`src/rtl/chht_pkg.sv`:
```
// chht_pkg: shared types and status codes for the chained hash table
// no dependencies
`timescale 1ns / 1ps
package chht_pkg;

  localparam logic [1:0] FUNC_INSERT = 2'd0;
  localparam logic [1:0] FUNC_REMOVE = 2'd1;

  localparam logic [2:0] ST_INSERTED    = 3'd0;
  localparam logic [2:0] ST_PRESENT     = 3'd1;
  localparam logic [2:0] ST_REMOVED     = 3'd2;
  localparam logic [2:0] ST_NOT_FOUND   = 3'd3;
  localparam logic [2:0] ST_FOUND       = 3'd4;
  localparam logic [2:0] ST_FULL        = 3'd5;
  localparam logic [2:0] ST_REACTIVATED = 3'd6;

  // controller to datapath
  typedef struct packed {
    logic clr;        // clear one bucket head after reset
    logic load;       // capture request, restart hash
    logic hash_step;  // fold one bucket byte into the hash
    logic head_ld;    // take the bucket head as the current link
    logic hit_ld;     // record the matching entry
    logic step;       // record visited entry, follow its link
    logic upd;        // apply the operation to the table
    logic lnk_wr;     // point the old chain tail at the new entry
  } chht_cmd_t;

  // datapath to controller
  typedef struct packed {
    logic clr_last;   // last bucket head being cleared
    logic hash_done;  // all bucket bytes folded
    logic link_ok;    // current link points at an entry
    logic hit;        // key of the entry just read matches
    logic walk_max;   // step bound reached
    logic lnk_need;   // append must also update the chain tail
  } chht_sts_t;

endpackage

```
`src/rtl/chht_ctrl.sv`:
```
// chht_ctrl: operation sequencer for the chained hash table
// depends on chht_pkg
`timescale 1ns / 1ps
module chht_ctrl (
  input  logic                clk,
  input  logic                rst_n,
  input  logic                in_fire,
  input  logic                out_free,
  input  chht_pkg::chht_sts_t sts,
  output chht_pkg::chht_cmd_t cmd,
  output logic                busy,
  output logic                done
);
  typedef enum logic [3:0] {
    S_CLEAR, S_IDLE, S_HASH, S_HEAD, S_LINK, S_ENT, S_DONE, S_UPD, S_LNKW
  } state_t;
  state_t state_r, state_nxt;

  always_comb begin
    state_nxt = state_r;
    cmd = '0;
    done = 1'b0;
    unique case (state_r)
      S_CLEAR: begin
        cmd.clr = 1'b1;
        if (sts.clr_last) state_nxt = S_IDLE;
      end
      S_IDLE: if (in_fire) begin cmd.load = 1'b1; state_nxt = S_HASH; end
      S_HASH: begin
        if (sts.hash_done) state_nxt = S_HEAD;
        else cmd.hash_step = 1'b1;
      end
      S_HEAD: begin cmd.head_ld = 1'b1; state_nxt = S_LINK; end
      S_LINK: begin
        if (sts.link_ok && !sts.walk_max) state_nxt = S_ENT;
        else state_nxt = S_DONE;
      end
      S_ENT: begin
        if (sts.hit) begin cmd.hit_ld = 1'b1; state_nxt = S_DONE; end
        else begin cmd.step = 1'b1; state_nxt = S_LINK; end
      end
      S_DONE: if (out_free) begin done = 1'b1; state_nxt = S_UPD; end
      S_UPD: begin
        cmd.upd = 1'b1;
        state_nxt = sts.lnk_need ? S_LNKW : S_IDLE;
      end
      S_LNKW: begin cmd.lnk_wr = 1'b1; state_nxt = S_IDLE; end
      default: state_nxt = S_IDLE;
    endcase
  end

  always_ff @(posedge clk) begin
    if (!rst_n) state_r <= S_CLEAR;
    else state_r <= state_nxt;
  end

  assign busy = (state_r != S_IDLE);
endmodule

```
`config.mk`:
```
export PLATFORM = sky130hd
export DESIGN_NAME = chht_ctrl
export DESIGN_NICKNAME = d
export VERILOG_FILES = /design/src/rtl/chht_pkg.sv /design/src/rtl/chht_ctrl.sv
export SDC_FILE = /design/constraint.sdc
export NUM_CORES = 1
export LEC_CHECK = 0
export ABC_AREA = 1
export BUFFER_PORTS_ARGS = -buffer_cell sky130_fd_sc_hd__buf_2
export CORE_AREA = 5 5 42 44
export CTS_BUF_LIST = sky130_fd_sc_hd__clkbuf_8
export DETAILED_ROUTE_END_ITERATION = 6
export DIE_AREA = 0 0 47 49
export HOLD_SLACK_MARGIN = 0.08
export PLACE_DENSITY_LB_ADDON = 0.2
export SLEW_MARGIN = 20
export SYNTH_ARGS = -nofsm -noshare
export SYNTH_HDL_FRONTEND = slang
export SYNTH_SLANG_ARGS = --single-unit
```
`constraint.sdc`:
```
create_clock -name clk -period 1.2 [get_ports clk]
set_clock_uncertainty 0.2 [all_clocks]
set_input_delay 0.12 -clock clk [delete_from_list [all_inputs] [get_ports clk]]
set_output_delay 0.12 -clock clk [all_outputs]
set_load 0.05 [all_outputs]
```
### Word level (Yosys, flattened, before mapping)

Cells that the tools add are included.
W data, S select, Z words.

* flip-flop bits (word level): 4
* bits of input ports: 10
* output and inout bits: 10
* logic and storage cells: 39

* equal/unequal tests: 13
* multiplexer cells: 21
* reductions and logical operators: 4

Operators by type and width (count)
* $pmux W4 S8: 1
* $mux W4: 5
* $eq A4 B3 Y1 const B: 4
* $mux W1: 12
* $eq A4 B2 Y1 const B: 2
* $ne A2 B2 Y1 const B: 4
* $mux W2: 3
* $eq A4 B1 Y1 const B: 1
* $eq A4 B4 Y1 const B: 1
* $logic_not A4 Y1: 1
* $ne A4 B1 Y1 const B: 1
* $reduce_and A4 Y1: 1
* $logic_and A1 B1 Y1: 1
* $logic_not A1 Y1: 1

### Depth between registers and ports, before layout

Gate-level depths: netlist (run 1).

* depth after elaboration: 4
* gate-level depth with buffers: 8
* depth with buffers taken out: 8

### Least setup slack after synthesis (run 1)

OpenSTA, ideal clock, no wires.

* path type: register to output
* start point: reg state_r[3]
* end point: out cmd[2] (netlist bit)
* arrival time: 1635 ps
* required time: 880 ps
* path slack: -755 ps
* stages on the path, launching flop included: 4
* buffers on the path: 0
* path through: dfxtp_1 -> inv_1 -> nand2_1 -> nor3_1

RTL lines
* from (decl): RTL line chht_ctrl.sv:17 `state_t state_r, state_nxt;`
* from (signal assigned): RTL line chht_ctrl.sv:54 `else state_r <= state_nxt;`
* to (decl): RTL line chht_ctrl.sv:10 `output chht_pkg::chht_cmd_t cmd,`

==> impl_metrics.tcl, run 1 <==
set metrics [dict create \
    crit_fanout 5 \
    hold_viol_final 0 \
    yosys.area.top_type_share_pct 20.8 \
    final_area_sq_um 932 \
    num_io_pins 20 \
    largest_reg_flops 4 \
    cts-root-buf "clkbuf_8" \
    p_leak_nw 0.434 \
    hold-worst-slack_ns 0.173 \
    synth_area_sq_um 385 \
    drt_pass1_iterations 4 \
    startpoint_type "flip-flop" \
    final_nets 122 \
    async_flop_share_pct 0 \
    multi_input_area_sq_um 370 \
    numCtsBuffers 3 \
    hold_path_class "input port to flip-flop" \
    worst_slack_ns -0.276 \
    clk_pin_slew_ns 0.03 \
    final_cells 127 \
    finalCriticalPeriod_ns 1.48 \
    ys_ff_latch 4 \
    status "complete, but fails checks" \
    violations "negative setup slack" \
    grt_max_degree 6 \
    clock_latency_ns 0.22 \
    syn-num-nets 82 \
    ant_nets 0 \
    grt_usage_pct 14.7 \
    area_growth_pct 142 \
    rsz0062_at_grt "yes" \
    cts_tree "done" \
    die-area_sq_mm 0.00230 \
    synth-edff-count 0 \
    place_hpwl_um 1050 \
    setup_viol 13 \
    ys.flop_type "dfxtp_1" \
    largest_registers "state_r (4)" \
    die_x_um 47 \
    grt_pass1_vias 607 \
    yosysMostFrequentCell "inv_1" \
    synthTopCellsByArea "dfxtp_1, inv_1, nor2_1" \
    slew_headroom_pct 88.3 \
    fmax_mhz 678 \
    grt_overflow_total 0 \
    end_kind "primary output" \
    vias_per_cell 4.45 \
    worstPathRequired_ns 0.88 \
    regMostFlops "state_r" \
    cap_violations 0 \
    fillers 121 \
    clock-sinks 4 \
    ff2ff_setup_slack_ns -0.20 \
    p_total_w 0.00193 \
    final.setup.tns_ns -2.71 \
    grt_pass1_wl_um 2500 \
    peakVddDrop_mv 1.13 \
    antenna_cells 0 \
    avgSynthCellArea_sq_um 5.35 \
    core_area_sq_mm 0.00140 \
    start_util_pct 27.5 \
    regArea_sq_um 95.1 \
    drc_errors 0 \
    final.period_utilization_pct 123 \
    worstPathArrival_ns 1.16 \
    synth_cell_types 15 \
    wl_per_cell_um 11.4 \
    dpl-instance-area_sq_um 704 \
    cts_buffer_depth 2 \
    powerDensity_mw_per_mm2 2070 \
    dp.cells 117 \
    yosysWarningCount 0 \
    die_h_um 49 \
    drive_above_1_share_pct 67.6 \
    drt_wl_total_um 1450 \
    synth_top_cell_by_area "dfxtp_1" \
    seq_area_frac_synth_pct 20.8 \
    vias 565 \
    synthTopCellsByCount "inv_1, nor2_1, nand2_1" \
    synthCells 72 \
    rows 14 \
    drv_slew 0 \
    path_class "flip-flop to primary output" \
    htree_levels 1 \
    drt_iter0_drc 5 \
    max_slew.worst_pin.slew_ns 0.175 \
    grt_antenna_before_repair 0 \
    io_buffers 19 \
    place_congestion 0.740 \
]
-- layout make-up --
type	instances	share of cell area [%]
Timing Repair Buffer	35	32.8
Multi-Input combinational cell	49	39.7
Inverter	19	10.3
Tap cell	16	2.15
Sequential cell	4	10.2
Clock inverter	1	0.403
Clock buffer	3	4.43
-- through the flow --
step | setup WS, ns | utilization, %
final | -0.276 | 66.5
after global routing | -0.334 | 66.5
after CTS | -0.271 | 65.5
after detailed placement | -0.167 | 50.3
after global placement | -0.159 | 50.3
after floorplan | -0.149 | -
-- power breakdown --
part | leakage (nW) | internal (W) | switching, W | total [W]
clock network | 0.0269 | 0.000219 | 0.0000757 | 0.000294
registers | 0.0356 | 0.000188 | 0.000105 | 0.000294
logic | 0.372 | 0.000560 | 0.000784 | 0.00134
-- worst paths after layout --
path	start	end	cells past startpoint
setup / recovery	state_r[0]	cmd[3]	5
hold / removal	out_free	state_r[1]	6
setup reg to reg	state_r[1]	state_r[0]	8
hold reg to reg	state_r[1]	state_r[2]	3
-- cells in the final DEF, fill, tap and decap left out --
master | synthesis | layout
inv_1 | 15 | 10
nand3_4 | 0 | 1
o21ai_0 | 1 | 1
buf_2 | 0 | 9
nand2_4 | 0 | 2
nand3_2 | 1 | 2
dfxtp_4 | 0 | 4
nand3_1 | 7 | 5
nand2_8 | 0 | 1
inv_2 | 4 | 3
a21oi_2 | 0 | 1
inv_6 | 0 | 2
nor3_2 | 1 | 1
nor2_4 | 1 | 7
dlygate4sd3_1 | 0 | 2
nand2_2 | 2 | 4
clkbuf_8 | 0 | 3
a21oi_1 | 2 | 1
nand2_1 | 13 | 8
nor2_2 | 3 | 3
buf_4 | 0 | 11
inv_4 | 0 | 3
buf_8 | 0 | 3
nor3_4 | 0 | 3
o21ai_1 | 1 | 1
clkinvlp_4 | 0 | 2
nor2_1 | 14 | 8
buf_6 | 0 | 10
-- routing by layer --
layer / vias up / track usage [%] / wire length (um)
li1: 294 / - / -
met1: 254 / 15.7 / 526
met2: 15 / 25.8 / 842
met3: 2 / 1.48 / 70
met4: 0 / 9.22 / 14
met5: - / 0 / 0
-- what timing repair did --
| action | 4_1_cts | 5_1_grt |
|---|---|---|
| buffers inserted | 5 | 1 |
| endpoints found under the setup margin | 13 | 13 |
| pin swaps | 11 | 4 |
| gates resized for setup | 35 | 5 |
| hold buffers | 2 | 0 |
| hold endpoints to repair | 4 | 0 |
-- logic make-up (layout without fill, tap and decap cells) --
family,count (synthesis),count (layout),synth area share [%]
and+or+nand+nor,45,45,55.5
AOI/OAI and AO/OA,4,4,5.19
buffers and inverters,19,58,18.5
DFF,4,4,20.8
-- worst max-delay path, cell delays in order, from the launching register on --
cell,delay (ns)
dfxtp_4,0.41
inv_4,0.05
nor2_2,0.15
nand3_4,0.10
clkinvlp_4,0.08
buf_8,0.13
Note: power is estimated with default switching activity, not from simulation.
==> run 2, diff against run 1 <==
ABC_AREA = 0   (was 1)
CORE_AREA = 2 2 39 41   (was 5 5 42 44)
DIE_AREA = 0 0 41 43   (was 0 0 47 49)
clock period = 1.8 ns   (was 1.2 ns; I/O delays follow)
==> impl_metrics.tcl, run 2 <==
set metrics [dict create \
    rows 14 \
    fmax_mhz 579 \
    place_congestion 0.704 \
    final.period_utilization_pct 95.9 \
    die_x_um 41 \
    drc_errors 0 \
    ys_ff_latch 4 \
    ys.flop_type "dfxtp_1" \
    drv_slew 0 \
    grt_overflow_total 0 \
    worstPathRequired_ns 1.42 \
    start_util_pct 24.6 \
    synth-edff-count 0 \
    final_cell_mix "buf_2, nand2_1, nor2b_1, clkbuf_8, buf_4" \
    syn-num-nets 51 \
    seqPwrFrac_pct 24.1 \
    largest_registers "state_r (4)" \
    drive_above_1_share_pct 56.9 \
    startpoint_type "flip-flop" \
    hold_viol_final 0 \
    yosysWarningCount 0 \
    regMostFlops "state_r" \
    wl_per_cell_um 11.7 \
    synth_cell_types 27 \
    clock-sinks 4 \
    p_sw_w 0.000175 \
    dp_worst_setup_slack_ns 0.240 \
    synthCells 41 \
    worstPathArrival_ns 1.35 \
    dpl-instance-area_sq_um 495 \
    slew_headroom_pct 79.0 \
    powerDensity_mw_per_mm2 861 \
    grt_usage_pct 14.1 \
    path_class "flip-flop to primary output" \
    worstPathCellList "nor2_2 > and4_2 > buf_2" \
    core_area_sq_mm 0.00138 \
    grt_antenna_before_repair 0 \
    drt_wl_total_um 950 \
    synthTopCellsByCount "dfxtp_1, nand2_1, nor2b_1" \
    cap_violations 0 \
    antenna_cells 0 \
    async_flop_share_pct 0 \
    final_nets 77 \
    crit_fanout 7 \
    critPathSlowestCell "dfxtp_1" \
    drt_pass1_iterations 3 \
    cts_tree "done" \
    max_slew.worst_pin.slew_ns 0.315 \
    avgSynthCellArea_sq_um 8.30 \
    clkPwrFrac_pct 40.4 \
    layout_commonest_cell "buf_2" \
    p_sw_share_pct 36.3 \
    vias 393 \
    crit_path_max_incr_delay_ns 0.39 \
    grt_max_degree 12 \
    end_kind "primary output" \
    io_buffers 19 \
    clk_pin_slew_ns 0.03 \
    status "complete, no violations" \
    seq_area_frac_synth_pct 23.5 \
    die_h_um 43 \
    cts_buffer_depth 2 \
    die-area_sq_mm 0.00176 \
    cts-root-buf "clkbuf_8" \
    hold_path_class "input port to flip-flop" \
    area_growth_pct 64.3 \
    worst_slack_ns 0.0732 \
    grt_pass1_vias 354 \
    largest_reg_flops 4 \
    vias_per_cell 4.85 \
    final_util_pct 40.4 \
    ant_nets 0 \
    dp.cells 76 \
    final_area_sq_um 559 \
    intPower_w 0.000307 \
    finalCriticalPeriod_ns 1.73 \
    clock_latency_ns 0.22 \
    fillers 149 \
    num_io_pins 20 \
    numCtsBuffers 3 \
    yosys.area.top_type_share_pct 23.5 \
    synth_top_cell_by_area "dfxtp_1" \
    htree_levels 1 \
    drt_iter0_drc 3 \
    grt_pass1_wl_um 1610 \
    p_leak_nw 0.249 \
    final_cells 81 \
    comb_power_share_pct 35.6 \
    place_hpwl_um 706 \
    setup_viol 0 \
    synth_area_sq_um 340 \
    peakVddDrop_mv 0.329 \
    rsz0062_at_grt "yes" \
    synthTopCellsByArea "dfxtp_1, nor2b_1, nor4_1" \
]
run 2: cell types whose count changed in the layout (fill, tap and decap cells not counted), moves of 5 or more:
| cell | previous run | this run |
|---|---|---|
| buf_2 | 9 | 19 |
| buf_4 | 11 | 3 |
| buf_6 | 10 | 0 |
| inv_1 | 10 | 0 |
| nand3_1 | 5 | 0 |
| nor2_1 | 8 | 1 |
| nor2_4 | 7 | 0 |
run 2: layer usage:
| metal | track usage, % | vias to the layer above | part of all wire (%) |
|---|---|---|---|
| met3 | 3.14 | 4 | 7.5 |
| met5 | 0 | - | 0 |
| met4 | 14.0 | 0 | 4.8 |
| li1 | - | 201 | - |
| met2 | 14.7 | 17 | 34 |
| met1 | 21.3 | 171 | 53 |
run 2: path summary, 6_finish.rpt:
path,end,cells after the start,from,slack [ns]
worst max-delay path,cmd[3],3,state_r[3],0.07
worst min-delay path,state_r[0],4,sts[5],0.13
worst max register to register,state_r[0],4,state_r[2],0.34
worst min register to register,state_r[1],2,state_r[0],0.43
run 2: critical path, delay by kind of cell (launching register included):
| kind | cells | cell delay, ns |
|---|---|---|
| flops | 1 | 0.39 |
| buf+inv | 1 | 0.25 |
| simple gates | 2 | 0.49 |
run 2: per-stage QoR:
stage | hold slack (ns) | power, W | TNS [ns]
after CTS | 0.131 | 0.000485 | 0
after floorplan | 0.114 | 0.000243 | -0.229
after global placement | 0.225 | 0.000286 | 0
final | 0.127 | 0.000481 | 0
after detailed placement | 0.221 | 0.000283 | 0
after global routing | 0.158 | 0.000504 | -0.00894
run 2: timing repair:
action / in CTS / in global routing
endpoints found under the setup margin: 1 / 6
endpoints found under the hold margin: 2 / 0
buffers inserted: 0 / 0
hold buffers: 2 / 0
resized for setup: 1 / 1
run 2: power groups by stage:
stage | Combinational, W | Sequential [W] | Clock [W]
detailed placement | 0.000168 | 0.000115 | 0
floorplan | 0.000139 | 0.000104 | 0
global placement | 0.000169 | 0.000116 | 0
finish | 0.000171 | 0.000116 | 0.000194
global route | 0.000185 | 0.000119 | 0.000200
CTS | 0.000172 | 0.000115 | 0.000198
run 2: final cells by class:
class                           instances  area [sq um]  share of cell area (%)
Sequential cell                         4          82.6                    14.8
Clock buffer                            3          41.3                    7.38
Tap cell                               16          20.0                    3.58
Multi-Input combinational cell         34           278                    49.7
Timing Repair Buffer                   24           138                    24.6
run 2: cell families (layout without fill, tap and decap cells):
logic type             after synthesis  count (layout)  share of synthesized area, %
flip-flops                           4               4                          23.5
AO/OA/AOI/OAI                        5               5                          11.4
buffers and inverters                3              27                          6.98
multiplexers                         2               2                          6.25
AND/OR/NAND/NOR                     26              26                          49.3
XOR/XNOR                             1               1                          2.57
==> run 3, diff against run 2 <==
SETUP_SLACK_MARGIN = 0.1   (was unset)
==> impl_metrics.tcl, run 3 (synthesized netlist as in run 2, its figures left out) <==
set metrics [dict create \
    num_io_pins 20 \
    regMostFlops "state_r" \
    vias 402 \
    place_congestion 0.724 \
    worstPathArrival_ns 1.27 \
    fillers 146 \
    drt_wl_total_um 889 \
    cap_violations 0 \
    slew_headroom_pct 82.8 \
    hold_path_class "input port to flip-flop" \
    largest_registers "state_r (4)" \
    ant_nets 0 \
    crit_fanout 9 \
    rsz0062_at_grt "no" \
    dp.cells 75 \
    post-cts-setup-buffer-count 0 \
    vias_per_cell 5.03 \
    clkPwrFrac_pct 39.6 \
    dpl-instance-area_sq_um 490 \
    drc_errors 0 \
    die_h_um 43 \
    drt_pass1_iterations 4 \
    peakVddDrop_mv 0.284 \
    powerDensity_mw_per_mm2 832 \
    r2r_start "state_r[2]" \
    grt_pass1_wl_um 1470 \
    area_growth_pct 67.3 \
    cts_tree "done" \
    core_area_sq_mm 0.00138 \
    p_leak_nw 0.246 \
    htree_levels 1 \
    die-area_sq_mm 0.00176 \
    clk_pin_slew_ns 0.03 \
    hp-start "in_fire" \
    rows 14 \
    final.period_utilization_pct 91.4 \
    numCtsBuffers 3 \
    clock_latency_ns 0.22 \
    min_path_cells 4 \
    p_sw_share_pct 35.5 \
    max_slew.worst_pin.slew_ns 0.254 \
    wl_per_cell_um 11.1 \
    whs_endpoint "state_r[0]" \
    startpoint_type "flip-flop" \
    finalCriticalPeriod_ns 1.65 \
    grt_usage_pct 12.6 \
    clock-sinks 4 \
    intPower_w 0.000306 \
    path_class "flip-flop to primary output" \
    comb_power_share_pct 35.0 \
    cts_buffer_depth 2 \
    drt_iter0_drc 10 \
    worstRegToRegCells 4 \
    status "complete, no violations" \
    final_cells 80 \
    p_sw_w 0.000168 \
    worstPathRequired_ns 1.42 \
    grt_pass1_vias 386 \
    hold_viol_final 0 \
    start_util_pct 24.6 \
    setup_viol 0 \
    final_nets 76 \
    drive_above_1_share_pct 60.9 \
    cts-root-buf "clkbuf_8" \
    io_buffers 19 \
    final_area_sq_um 569 \
    end_kind "primary output" \
    die_x_um 41 \
    grt_overflow_total 0 \
    final_cell_mix "buf_2, buf_4, nand2_1, dfxtp_2" \
    fmax_mhz 608 \
    r2r-end "state_r[0]" \
    seqPwrFrac_pct 25.5 \
    largest_reg_flops 4 \
    grt_antenna_before_repair 0 \
    ff2ff_setup_slack_ns 0.40 \
    place_hpwl_um 702 \
    drv_slew 0 \
    layout_commonest_cell "buf_2" \
    grt_max_degree 11 \
    antenna_cells 0 \
]
-- run 3: power by group through the flow --
stage          registers [W]  logic [W]  clock network, W
2_1_floorplan       0.000104   0.000140                 0
3_3_place_gp        0.000119   0.000164                 0
3_5_place_dp        0.000119   0.000162                 0
4_1_cts             0.000120   0.000166          0.000194
5_1_grt             0.000123   0.000178          0.000198
6_report            0.000121   0.000166          0.000187
-- run 3: layout make-up --
cell class | instances | area (sq um) | share of cell area [%]
clock buffer | 3 | 41.3 | 7.25
multi-input combinational | 34 | 285 | 50.1
sequential | 4 | 85.1 | 14.9
tap | 16 | 20.0 | 3.52
timing repair buffer | 23 | 138 | 24.2
-- run 3: how the worst max path moves through the flow --
stage	start	end	slack (ns)	cells past startpoint
after floorplan	state_r[2]	cmd[5]	-0.06	2
after CTS	state_r[3]	cmd[3]	0.08	3
after global placement	state_r[1]	cmd[5]	0.20	3
final	state_r[1]	cmd[3]	0.15	3
after detailed placement	state_r[1]	cmd[5]	0.21	3
after global routing	state_r[1]	cmd[3]	0.10	3
-- run 3: what timing repair did --
| item | in CTS | in global routing |
|---|---|---|
| pin swaps | 0 | 0 |
| hold endpoints to repair | 2 | 0 |
| hold buffers | 2 | 0 |
| gates resized for setup | 5 | 4 |
| endpoints found under the setup margin | 7 | 6 |
-- run 3: layer usage --
layer	wire length (um)	vias to the layer above	GRT usage, %
met4	21	0	10.0
met1	362	186	15.1
met3	62	2	3.14
met5	0	-	0
li1	-	200	-
met2	443	14	17.8
-- run 3: stage by stage --
| step | TNS, ns | power, W | utilization, % | hold slack (ns) | worst slack [ns] |
|---|---|---|---|---|---|
| 3_3_place_gp | 0 | 0.000283 | 35.4 | 0.233 | 0.205 |
| 4_1_cts | 0 | 0.000479 | 40.5 | 0.122 | 0.0770 |
| 6_report | 0 | 0.000474 | 41.1 | 0.123 | 0.155 |
| 2_1_floorplan | -0.187 | 0.000244 | - | 0.114 | -0.0624 |
| 5_1_grt | 0 | 0.000499 | 41.1 | 0.153 | 0.101 |
| 3_5_place_dp | 0 | 0.000281 | 35.4 | 0.234 | 0.208 |
-- run 3: worst max-delay path, cell delays in order, from the launching register on --
cell and delay, ns:
dfxtp_2 0.38, nor2_4 0.18, and4_2 0.23, buf_2 0.26
